## config.mk

```make
export PLATFORM = sky130hd
export DESIGN_NAME = stepper_command_queue_sequencer_top
export DESIGN_NICKNAME = d
export VERILOG_FILES = /design/src/hdl/scqs_pkg.sv /design/src/hdl/scqs_cmd_queue.sv /design/src/hdl/stepper_command_queue_sequencer_top.sv
export SDC_FILE = /design/constraint.sdc
export NUM_CORES = 1
export LEC_CHECK = 0
export BUFFER_PORTS_ARGS = -buffer_cell sky130_fd_sc_hd__buf_4
export CAP_MARGIN = 20
export CELL_PAD_IN_SITES_DETAIL_PLACEMENT = 1
export CELL_PAD_IN_SITES_GLOBAL_PLACEMENT = 1
export CORE_ASPECT_RATIO = 1.75
export CORE_UTILIZATION = 35
export DETAILED_ROUTE_END_ITERATION = 10
export GPL_ROUTABILITY_DRIVEN = 0
export PLACE_DENSITY = 0.58
export SKIP_CTS_REPAIR_TIMING = 1
export SYNTH_ARGS = -nofsm -noshare
export SYNTH_HDL_FRONTEND = slang
export SYNTH_SLANG_ARGS = --single-unit
```

## constraint.sdc

```tcl
create_clock -name aclk -period 5.8 [get_ports aclk]
set_input_delay 0.29 -clock aclk [delete_from_list [all_inputs] [get_ports aclk]]
set_output_delay 0.29 -clock aclk [all_outputs]
set_load 0.02 [all_outputs]
```

## src/hdl/scqs_pkg.sv

```systemverilog
`timescale 1ns / 1ps

package scqs_pkg;

    localparam int QUEUE_DEPTH = 64;
    localparam int PTR_W       = $clog2(QUEUE_DEPTH);
    localparam int CNT_W       = $clog2(QUEUE_DEPTH);
    localparam int FREE_W      = 7;
    localparam int CMD_W       = 17;
    localparam int IN_DATA_W   = 24;
    localparam int OUT_DATA_W  = 16;

    localparam logic ACT_PUSH = 1'b0;
    localparam logic ACT_TICK = 1'b1;

    typedef struct packed {
        logic       dir;
        logic [7:0] count;
        logic [7:0] delay;
    } cmd_t;

    typedef struct packed {
        logic push;
        logic pop;
        cmd_t push_cmd;
    } queue_ctrl_t;

    typedef struct packed {
        cmd_t              head_cmd;
        logic              empty;
        logic              full;
        logic [FREE_W-1:0] free_after;
    } queue_stat_t;

    function automatic logic [3:0] coil_pattern(input logic [1:0] phase);
        logic [3:0] pat;
        unique case (phase)
            2'd0:    pat = 4'h9;
            2'd1:    pat = 4'h5;
            2'd2:    pat = 4'h6;
            default: pat = 4'hA;
        endcase
        return pat;
    endfunction

endpackage

```

## src/hdl/scqs_cmd_queue.sv

```systemverilog
`timescale 1ns / 1ps

module scqs_cmd_queue (
    input  logic                 aclk,
    input  logic                 aresetn,
    input  scqs_pkg::queue_ctrl_t ctrl,
    output scqs_pkg::queue_stat_t stat
);
    import scqs_pkg::*;

    cmd_t             mem [QUEUE_DEPTH];
    cmd_t             head_cmd_reg;
    logic [PTR_W-1:0] head_reg, head_next;
    logic [PTR_W-1:0] tail_reg, tail_next;
    logic [CNT_W-1:0] count_reg, count_next;
    logic             empty, full, do_push;

    function automatic logic [PTR_W-1:0] wrap_inc(input logic [PTR_W-1:0] p);
        return (p == PTR_W'(QUEUE_DEPTH - 1)) ? '0 : p + 1'b1;
    endfunction

    assign empty   = (count_reg == '0);
    assign full    = (count_reg == CNT_W'(QUEUE_DEPTH - 1));
    assign do_push = ctrl.push && !full;

    always_comb begin
        head_next  = ctrl.pop ? wrap_inc(head_reg) : head_reg;
        tail_next  = do_push ? wrap_inc(tail_reg) : tail_reg;
        count_next = count_reg;
        if (do_push) begin
            count_next = count_reg + 1'b1;
        end else if (ctrl.pop) begin
            count_next = count_reg - 1'b1;
        end
    end

    always_ff @(posedge aclk) begin
        if (!aresetn) begin
            head_reg  <= '0;
            tail_reg  <= '0;
            count_reg <= '0;
        end else begin
            head_reg  <= head_next;
            tail_reg  <= tail_next;
            count_reg <= count_next;
        end
    end

    always_ff @(posedge aclk) begin
        if (do_push) begin
            mem[tail_reg] <= ctrl.push_cmd;
        end
    end

    // head entry is prefetched from mem[head_next] into a register; a push into the slot being fetched is forwarded
    always_ff @(posedge aclk) begin
        if (do_push && (tail_reg == head_next)) begin
            head_cmd_reg <= ctrl.push_cmd;
        end else begin
            head_cmd_reg <= mem[head_next];
        end
    end

    assign stat.head_cmd   = head_cmd_reg;
    assign stat.empty      = empty;
    assign stat.full       = full;
    assign stat.free_after = FREE_W'(QUEUE_DEPTH) - FREE_W'(count_next);

`ifndef NO_ASSERTIONS
    a_no_pop_empty: assert property (@(posedge aclk) disable iff (!aresetn)
        ctrl.pop |-> !empty)
        else $error("pop from empty command queue");

    a_push_not_empty: assert property (@(posedge aclk) disable iff (!aresetn)
        (ctrl.push && !full) |=> !empty)
        else $error("queue empty after accepted push");

    a_forward: assert property (@(posedge aclk) disable iff (!aresetn)
        (ctrl.push && empty) |=> (head_cmd_reg == $past(ctrl.push_cmd)))
        else $error("head entry missed push into empty queue");

    a_ptr_gap: assert property (@(posedge aclk) disable iff (!aresetn)
        empty |-> (head_reg == tail_reg))
        else $error("pointers differ on empty queue");
`endif

endmodule

```

## src/hdl/stepper_command_queue_sequencer_top.sv

```systemverilog
`timescale 1ns / 1ps

// stepper drive sequencer with a queue of motion commands
// input channel s_: s_tuser = 0 pushes the command in s_tdata, s_tuser = 1 is one time tick
// output channel m_: one result item per input item, in order
// the first tick on a queued command enables the driver and takes the first step, but a zero
// step count is popped on that tick with no step; otherwise the command then waits its delay in
// ticks after each step and is popped on the tick after the last wait, which disables the driver
// a push onto a full queue (63 commands held) is refused and flagged in the result
// the result is registered and is presented in the cycle after its item is accepted
// throughput: one item per cycle while the receiver does not stall, set by the single result
// register; the queue head is prefetched from the command memory into a register, so a tick never waits for it
// a stalled receiver holds the result; a new item is taken in the cycle the result leaves
// reset clears pointers, phase and motion state; the command memory is not cleared

module stepper_command_queue_sequencer_top (
    input  logic                            aclk,
    input  logic                            aresetn,
    input  logic                            s_tvalid,
    output logic                            s_tready,
    // forward [0], step_count [8:1], step_delay [16:9], zero fill
    input  logic [scqs_pkg::IN_DATA_W-1:0]  s_tdata,
    // action
    input  logic                            s_tuser,
    output logic                            m_tvalid,
    input  logic                            m_tready,
    // coil_pattern [3:0], driver_enable [4], free_slots [11:5], dropped [12], zero fill
    output logic [scqs_pkg::OUT_DATA_W-1:0] m_tdata
);
    import scqs_pkg::*;

    logic              accept, is_tick;
    cmd_t              in_cmd;
    queue_ctrl_t       qctrl;
    queue_stat_t       qstat;

    logic              running_reg, running_next;
    logic [7:0]        steps_left_reg, steps_left_next;
    logic [7:0]        wait_left_reg, wait_left_next;
    logic              dir_reg, dir_next;
    logic [7:0]        delay_reg, delay_next;
    logic [1:0]        phase_reg, phase_next;
    logic              step;
    logic              m_tvalid_reg;
    logic [OUT_DATA_W-1:0] m_tdata_reg;

    assign s_tready = !m_tvalid_reg || m_tready;
    assign accept   = s_tvalid && s_tready;
    assign is_tick  = (s_tuser == ACT_TICK);

    assign in_cmd.dir   = s_tdata[0];
    assign in_cmd.count = s_tdata[8:1];
    assign in_cmd.delay = s_tdata[16:9];

    always_comb begin
        running_next    = running_reg;
        steps_left_next = steps_left_reg;
        wait_left_next  = wait_left_reg;
        dir_next        = dir_reg;
        delay_next      = delay_reg;
        step            = 1'b0;
        qctrl.push      = accept && !is_tick;
        qctrl.pop       = 1'b0;
        qctrl.push_cmd  = in_cmd;
        if (accept && is_tick) begin
            if (!running_reg) begin
                if (!qstat.empty) begin
                    dir_next   = qstat.head_cmd.dir;
                    delay_next = qstat.head_cmd.delay;
                    if (qstat.head_cmd.count == 8'd0) begin
                        qctrl.pop = 1'b1;
                    end else begin
                        running_next    = 1'b1;
                        step            = 1'b1;
                        steps_left_next = qstat.head_cmd.count - 8'd1;
                        wait_left_next  = qstat.head_cmd.delay;
                    end
                end
            end else if (wait_left_reg != 8'd0) begin
                wait_left_next = wait_left_reg - 8'd1;
            end else if (steps_left_reg != 8'd0) begin
                step            = 1'b1;
                steps_left_next = steps_left_reg - 8'd1;
                wait_left_next  = delay_reg;
            end else begin
                running_next = 1'b0;
                qctrl.pop    = 1'b1;
            end
        end
        // a freshly loaded command steps in its own direction
        if (step) begin
            phase_next = dir_next ? phase_reg + 2'd1 : phase_reg - 2'd1;
        end else begin
            phase_next = phase_reg;
        end
    end

    scqs_cmd_queue u_queue (
        .aclk    (aclk),
        .aresetn (aresetn),
        .ctrl    (qctrl),
        .stat    (qstat)
    );

    always_ff @(posedge aclk) begin
        if (!aresetn) begin
            running_reg    <= 1'b0;
            steps_left_reg <= '0;
            wait_left_reg  <= '0;
            dir_reg        <= 1'b0;
            delay_reg      <= '0;
            phase_reg      <= '0;
            m_tvalid_reg   <= 1'b0;
        end else begin
            running_reg    <= running_next;
            steps_left_reg <= steps_left_next;
            wait_left_reg  <= wait_left_next;
            dir_reg        <= dir_next;
            delay_reg      <= delay_next;
            phase_reg      <= phase_next;
            if (accept) begin
                m_tvalid_reg <= 1'b1;
            end else if (m_tready) begin
                m_tvalid_reg <= 1'b0;
            end
        end
    end

    always_ff @(posedge aclk) begin
        if (accept) begin
            m_tdata_reg <= {3'b000,
                            qctrl.push && qstat.full,
                            qstat.free_after,
                            running_next,
                            coil_pattern(phase_next)};
        end
    end

    assign m_tvalid = m_tvalid_reg;
    assign m_tdata  = m_tdata_reg;

`ifndef NO_ASSERTIONS
    a_hold: assert property (@(posedge aclk) disable iff (!aresetn)
        (m_tvalid && !m_tready) |=> $stable(m_tdata))
        else $error("result changed while stalled");

    a_idle_quiet: assert property (@(posedge aclk) disable iff (!aresetn)
        !running_reg |-> (steps_left_next == steps_left_reg || running_next || qctrl.pop))
        else $error("step counter moved while idle");

    a_start_step: assert property (@(posedge aclk) disable iff (!aresetn)
        (!running_reg && running_next) |-> step)
        else $error("command started without a step");
`endif

endmodule

```

==> results of run 1 <==
layer usage:
metal	vias to the layer above	wire, um	global-route usage (%)
met3	152	4208	2.455
met4	2	4288	6.794
met2	460	67210	34.98
li1	9105	-	-
met5	-	9	0
met1	11780	45070	21.57
how the worst min path moves through the flow:
| stage | startpoint | end | slack (ns) | cells past startpoint |
|---|---|---|---|---|
| after floorplan | s_tdata[9] | u_queue.mem[0][0] | 0.39 | 0 |
| after global placement | delay_reg[0] | delay_reg[0] | 0.44 | 2 |
| after detailed placement | delay_reg[2] | delay_reg[2] | 0.45 | 2 |
| after CTS | s_tvalid | m_tvalid | -0.19 | 3 |
| after global routing | s_tdata[8] | u_queue.mem[13][15] | 0.14 | 1 |
| final | s_tdata[8] | u_queue.mem[12][15] | 0.14 | 1 |
where the power goes:
group	total, mW	switching [mW]	internal [mW]	leakage, nW
registers	9.17	0.0201	9.15	10.3
logic	0.464	0.317	0.147	3.71
clock network	6.61	3.00	3.62	1.54
final cells by class:
class                   count  share of cell area, %
diodes                      3                0.01463
clock buffers             128                  5.288
clock inverters            52                 0.8878
inverters                  17                 0.1244
multi-input cells         840                  20.18
flip-flops and latches   1154                  66.54
well taps                1662                  4.053
repair buffers            170                  2.912
worst register-to-register path: cells and delay by family, from the launching register on:
| kind | cells | cell delay, ns |
|---|---|---|
| adder cells (fa/ha/maj) | 1 | 0.23 |
| buffers and inverters | 3 | 1.01 |
| AND/OR/NAND/NOR | 4 | 0.93 |
| AO/OA/AOI/OAI | 3 | 0.88 |
| XOR/XNOR | 1 | 0.32 |
| flip-flops | 1 | 0.60 |
| multiplexers | 2 | 0.72 |
cells in the final DEF (no fill, tap or decap), types with 22 or more instances in the layout:
cell          n
nor2_1       71
clkbuf_16   104
mux2i_1      61
mux4_2      305
buf_4       151
edfxtp_1   1101
nor2_2       53
dfxtp_1      50
clkbuf_1     22
a21oi_1      33
nand2_1      82
stage by stage:
step | hold WS [ns] | setup WS, ns | instance area (um2)
3_3_place_gp | 0.4445 | 0.8054 | 47950
4_1_cts | -0.1901 | 0.8184 | 51250
5_1_grt | 0.1391 | 0.5170 | 51300
2_1_floorplan | 0.3889 | 1.776 | 45040
3_5_place_dp | 0.4488 | 0.8244 | 48090
6_report | 0.1399 | 0.8726 | 51300
cells by family after synthesis:
kind of cell | after synthesis
flops | 1154
mux | 376
simple gates | 296
buf+inv | 130
compound gates | 127
xor+xnor | 26
fa+ha+maj | 12
other cells | 1
==> results.sh, run 1 <==
export IMPL_grt_usage_pct=18.74
export IMPL_ys_types=72
export IMPL_grt_pass1_vias=23520
export IMPL_path_class="reg2reg"
export IMPL_drc_errors=0
export IMPL_drt_pass1_iter_count=5
export IMPL_fmaxAchievable_mhz=202.9
export IMPL_synth_xor_area_share_pct=0.5390
export IMPL_hpwl_um=74120
export IMPL_cts_buffers=101
export IMPL_hold_violations=0
export IMPL_crit_top_cell="nand2_1"
export IMPL_ff2ff_path_depth=14
export IMPL_syn_area_per_cell_um2=21.22
export IMPL_relSlewSlack_pct=30.85
export IMPL_drt_iter0_drc=1744
export IMPL_ys_ff_latch=1154
export IMPL_status="complete, no violations"
export IMPL_yosys_top_cells_area="edfxtp_1 73%, mux4_2 15%, dfxtp_1 2.4%, mux2i_1 1.4%, nor2_1 1.0%"
export IMPL_leakage_nw=15.59
export IMPL_clk_path_buf_depth=3
export IMPL_slowest_delay_ns=0.60
export IMPL_p_total_mw=16.25
export IMPL_path_cells="buf_12, buf_4, mux4_2, mux2_2, a221oi_1, o32ai_1, nor4_2, nand2_1, o2bb2ai_1, nand2_1, xor2_1, inv_1, ha_1, or2_2"
export IMPL_vdd_drop_max_v=0.0002438
export IMPL_largest_reg_flops=1088
export IMPL_wl_um=120800
export IMPL_core_area_mm2=0.1273
export IMPL_root_buffer="clkbuf_16"
export IMPL_crit_path_max_fanout=42
export IMPL_synth_edf_count=1101
export IMPL_async_reset_ff_share_pct=0
export IMPL_nets=2325
export IMPL_synth_ff_type="edfxtp_1"
export IMPL_power_density_mw_per_mm2=316.7
export IMPL_start_util_pct=35.38
export IMPL_critical_path_endpoint_type="flip-flop"
export IMPL_r2r_end="m_tdata[1]"
export IMPL_hold_path_class="in2reg"
export IMPL_clk_pin_slew_ns=0.06
export IMPL_yosysTopAreaCell="edfxtp_1"
export IMPL_synth_fa_ha_area_share_pct=0.3334
export IMPL_final_cells=4026
export IMPL_critical_path_depth=14
export IMPL_multiInputGateArea_mm2=0.01035
export IMPL_ant_nets=0
export IMPL_worst_path_max_delay_cell="dfxtp_4"
export IMPL_start_kind="flip-flop"
export IMPL_fin_tns_setup_ns=0
export IMPL_synth_seq_area_share_pct=75.77
export IMPL_fillCellCount=12090
export IMPL_synth_area_mm2=0.04504
export IMPL_drive_gt1_share_pct=29.35
export IMPL_yosysWarningCount=0
export IMPL_worst_slew_pin_slew_ns=1.037
export IMPL_cp_buffers_inverters=3
export IMPL_grt_first_pass_wirelength_um=172900
export IMPL_cp_top_family="buffers and inverters"
export IMPL_fin_crit_sh_pct=84.96
export IMPL_dp_cells=3839
export IMPL_die_w_um=273.2
export IMPL_worstSetupEndpoint="m_tdata[1]"
export IMPL_max_cap_violations=0
export IMPL_die_area_mm2=0.1302
export IMPL_overflow=0
export IMPL_cts_max_level=3
export IMPL_grt_max_degree=65
export IMPL_crit_required_ns=6.24
export IMPL_postSynthCellCount=2122
export IMPL_finalMaxSlewViolations=0
export IMPL_clkLatencyLatePin_ns=0.70
export IMPL_yosys_area_top_type_share_pct=73.41
export IMPL_layout_min_cycle_time_ns=4.927
export IMPL_synth_compound_area_share_pct=1.909
export IMPL_r2r_slack_ns=0.87
export IMPL_register_area_mm2=0.03413
export IMPL_yosys_area_share_simple_pct=3.006
export IMPL_synth_top_family_by_area="multiplexers"
export IMPL_worstPathArrival_ns=5.37
export IMPL_cts_tree="built"
export IMPL_rsz0062_at_grt="no"
export IMPL_num_io_pins=47
export IMPL_antenna_found_initial=8
export IMPL_core_rowCount=173
export IMPL_finalSetupViolCount=0
export IMPL_via_per_inst=5.340
export IMPL_num_vias=21500
export IMPL_io_buffer_count=36
export IMPL_area_growth_pct=13.91
export IMPL_ys_top_cells_by_count="1101 x edfxtp_1, 305 x mux4_2, 124 x nor2_1"
export IMPL_synth_mux_area_share_pct=16.86
export IMPL_die_h_um=476.5
export IMPL_cts_sinks=1154
export IMPL_drt_wirelength_per_cell_um=30.00
export IMPL_synth_most_common_cell="edfxtp_1"
export IMPL_finalCoreUtilization_pct=40.31
export IMPL_fin_skew_ns=0.02617
(Power assumes the default switching activity.)
==> run 2, diff against run 1 <==
--- a/config.mk
+++ b/config.mk
@@ -5,6 +5,7 @@
 export SDC_FILE = /design/constraint.sdc
 export NUM_CORES = 1
 export LEC_CHECK = 0
+export ABC_AREA = 1
 export BUFFER_PORTS_ARGS = -buffer_cell sky130_fd_sc_hd__buf_4
 export CAP_MARGIN = 20
 export CELL_PAD_IN_SITES_DETAIL_PLACEMENT = 1
@@ -13,7 +14,7 @@
 export CORE_UTILIZATION = 35
 export DETAILED_ROUTE_END_ITERATION = 10
 export GPL_ROUTABILITY_DRIVEN = 0
-export PLACE_DENSITY = 0.58
+export PLACE_DENSITY = 0.63
 export SKIP_CTS_REPAIR_TIMING = 1
 export SYNTH_ARGS = -nofsm -noshare
 export SYNTH_HDL_FRONTEND = slang
==> constraint.sdc (replaced) <==
create_clock -name aclk -period 4.02 [get_ports aclk]
set_input_delay 0.201 -clock aclk [delete_from_list [all_inputs] [get_ports aclk]]
set_output_delay 0.201 -clock aclk [all_outputs]
set_load 0.02 [all_outputs]
==> results.sh, run 2 <==
export IMPL_hold_path_class="in2reg"
export IMPL_cts_buffers=102
export IMPL_ant_nets=0
export IMPL_largest_reg_flops=1088
export IMPL_core_rowCount=176
export IMPL_grt_busiest_layer="met2"
export IMPL_grt_use_met1_pct=24.44
export IMPL_syn_area_per_cell_um2=12.02
export IMPL_ys_ff_latch=1154
export IMPL_area_growth_pct=14.96
export IMPL_start_kind="flip-flop"
export IMPL_die_h_um=485.0
export IMPL_overflow=0
export IMPL_wl_um=144700
export IMPL_yosys_area_top_type_share_pct=70.86
export IMPL_grt_first_pass_wirelength_um=213500
export IMPL_finalMaxSlewViolations=0
export IMPL_worstPathArrival_ns=4.25
export IMPL_path_class="reg2reg"
export IMPL_num_vias=31310
export IMPL_num_io_pins=47
export IMPL_synth_area_mm2=0.04665
export IMPL_synth_seq_area_share_pct=73.14
export IMPL_core_area_mm2=0.1319
export IMPL_drt_pass1_iter_count=5
export IMPL_drive_gt1_share_pct=11.74
export IMPL_cts_tree="built"
export IMPL_antenna_found_initial=2
export IMPL_start_util_pct=35.37
export IMPL_leakage_nw=18.54
export IMPL_hpwl_um=87870
export IMPL_p_total_mw=24.51
export IMPL_layout_min_cycle_time_ns=3.785
export IMPL_yosys_top_cells_area="edfxtp_1 71%, nand2_1 5.9%, nand3_1 5.1%, o21ai_0 4.2%, nor2_1 3.9%"
export IMPL_grt_max_degree=121
export IMPL_fillCellCount=13740
export IMPL_postSynthCellCount=3881
export IMPL_final_cell_mix="1101 x edfxtp_1, 737 x nand2_1, 474 x nand3_1"
export IMPL_hold_violations=0
export IMPL_cts_max_level=3
export IMPL_max_cap_violations=0
export IMPL_via_per_inst=5.419
export IMPL_crit_required_ns=4.49
export IMPL_die_area_mm2=0.1348
export IMPL_worst_slew_pin_slew_ns=1.142
export IMPL_drc_errors=0
export IMPL_synth_most_common_cell="edfxtp_1"
export IMPL_root_buffer="clkbuf_16"
export IMPL_nets=4034
export IMPL_min_from="s_tdata[14]"
export IMPL_async_reset_ff_share_pct=0
export IMPL_fin_crit_sh_pct=94.15
export IMPL_clk_pin_slew_ns=0.07
export IMPL_power_density_mw_per_mm2=456.9
export IMPL_ys_top_cells_by_count="1101 x edfxtp_1, 738 x nand2_1, 484 x nor2_1"
export IMPL_critical_path_endpoint_type="flip-flop"
export IMPL_clkLatencyLatePin_ns=0.73
export IMPL_whs_ns=0.03449
export IMPL_yosysWarningCount=0
export IMPL_crit_path_max_fanout=77
export IMPL_grt_pass1_vias=32710
export IMPL_status="complete, no violations"
export IMPL_grt_usage_pct=21.35
export IMPL_clk_path_buf_depth=3
export IMPL_use_met3_pct=1.997
export IMPL_final_common_cell="edfxtp_1"
export IMPL_io_buffer_count=36
export IMPL_drt_iter0_drc=2095
export IMPL_finalSetupViolCount=0
export IMPL_synth_ff_type="edfxtp_1"
export IMPL_ys_types=42
export IMPL_grtUsageMet2_pct=39.58
export IMPL_die_w_um=278.0
export IMPL_relSlewSlack_pct=23.04
export IMPL_synth_edf_count=1101
export IMPL_drt_wirelength_per_cell_um=25.04
export IMPL_vdd_drop_max_v=0.0003256
export IMPL_fmaxAchievable_mhz=264.2
export IMPL_yosysTopAreaCell="edfxtp_1"
export IMPL_fin_skew_ns=0.03809
export IMPL_cts_sinks=1154
-- run 2: cell count changes in the layout (fill, tap and decap cells not counted), sizes merged, moves of 62 or more --
cell   delta
nand2   +658
nand3   +463
o21ai   +380
nor2    +362
mux4    -305
o22ai   +151
buf      +88
inv      +63
mux2i    -62
-- run 2: cell type report --
| cell class | count | area [um2] | share of cell area (%) |
|---|---|---|---|
| flip-flops and latches | 1154 | 34140 | 63.65 |
| inverters | 78 | 327.8 | 0.6112 |
| clock buffers | 109 | 2600 | 4.847 |
| repair buffers | 260 | 2505 | 4.670 |
| diodes | 5 | 12.51 | 0.02333 |
| clock inverters | 83 | 844.6 | 1.575 |
| multi-input cells | 2397 | 11090 | 20.68 |
| well taps | 1691 | 2116 | 3.945 |
-- run 2: worst max-delay path, stage by stage, from the launching register on --
cell,delay (ns)
dfxtp_4,0.47
buf_12,0.17
buf_16,0.25
o21ai_0,0.16
o22ai_1,0.28
nand2_1,0.15
nand3_1,0.19
nand3_1,0.14
a21oi_1,0.15
buf_4,0.17
o22ai_2,0.13
xnor2_1,0.20
xor2_1,0.16
nand2_1,0.06
o21ai_0,0.10
inv_1,0.10
ha_1,0.22
or2_2,0.29
-- run 2: routing by layer --
layer	vias up	part of all wire, %
li1	14160	-
met4	0	4.8
met2	638	53
met5	-	0
met3	240	3.2
met1	16270	39
-- run 2: final timing paths --
check | slack, ns | endpoint | cells after the start
worst max-delay path | 0.24 | m_tdata[1] | 17
worst min-delay path | 0.03 | u_queue.mem[50][5] | 1
worst max register to register | 0.24 | m_tdata[1] | 17
worst min register to register | 0.50 | steps_left_reg[4] | 2
-- run 2: kinds of logic after synthesis --
logic type / count (synthesis) / share of synthesized area, %
buffers and inverters: 332 / 3.320
xor gates and xnor gates: 15 / 0.2977
AOI/OAI and AO/OA: 628 / 7.439
and+or+nand+nor: 1739 / 15.47
DFF: 1154 / 73.14
other: 1 / 0.008038
adders and majority gates: 12 / 0.3218
-- run 2: power by group --
group	leakage, nW	internal (mW)	switching [mW]
sequential	10.3	13.2	0.0328
clock	1.68	5.57	4.59
combinational	6.52	0.291	0.804
total	18.5	19.1	5.43
-- run 2: stage by stage --
step	instance area, um2	setup TNS [ns]	setup WS (ns)	instances	utilization [%]
final	53640	0	0.2350	5777	40.66
after global routing	53630	-0.01309	-0.01309	5773	40.65
after CTS	53470	0	0.07609	5765	40.53
after detailed placement	50020	0	0.09877	5573	37.92
after global placement	50020	0	0.1404	5573	37.92
after floorplan	46660	0	0.7341	3883	-
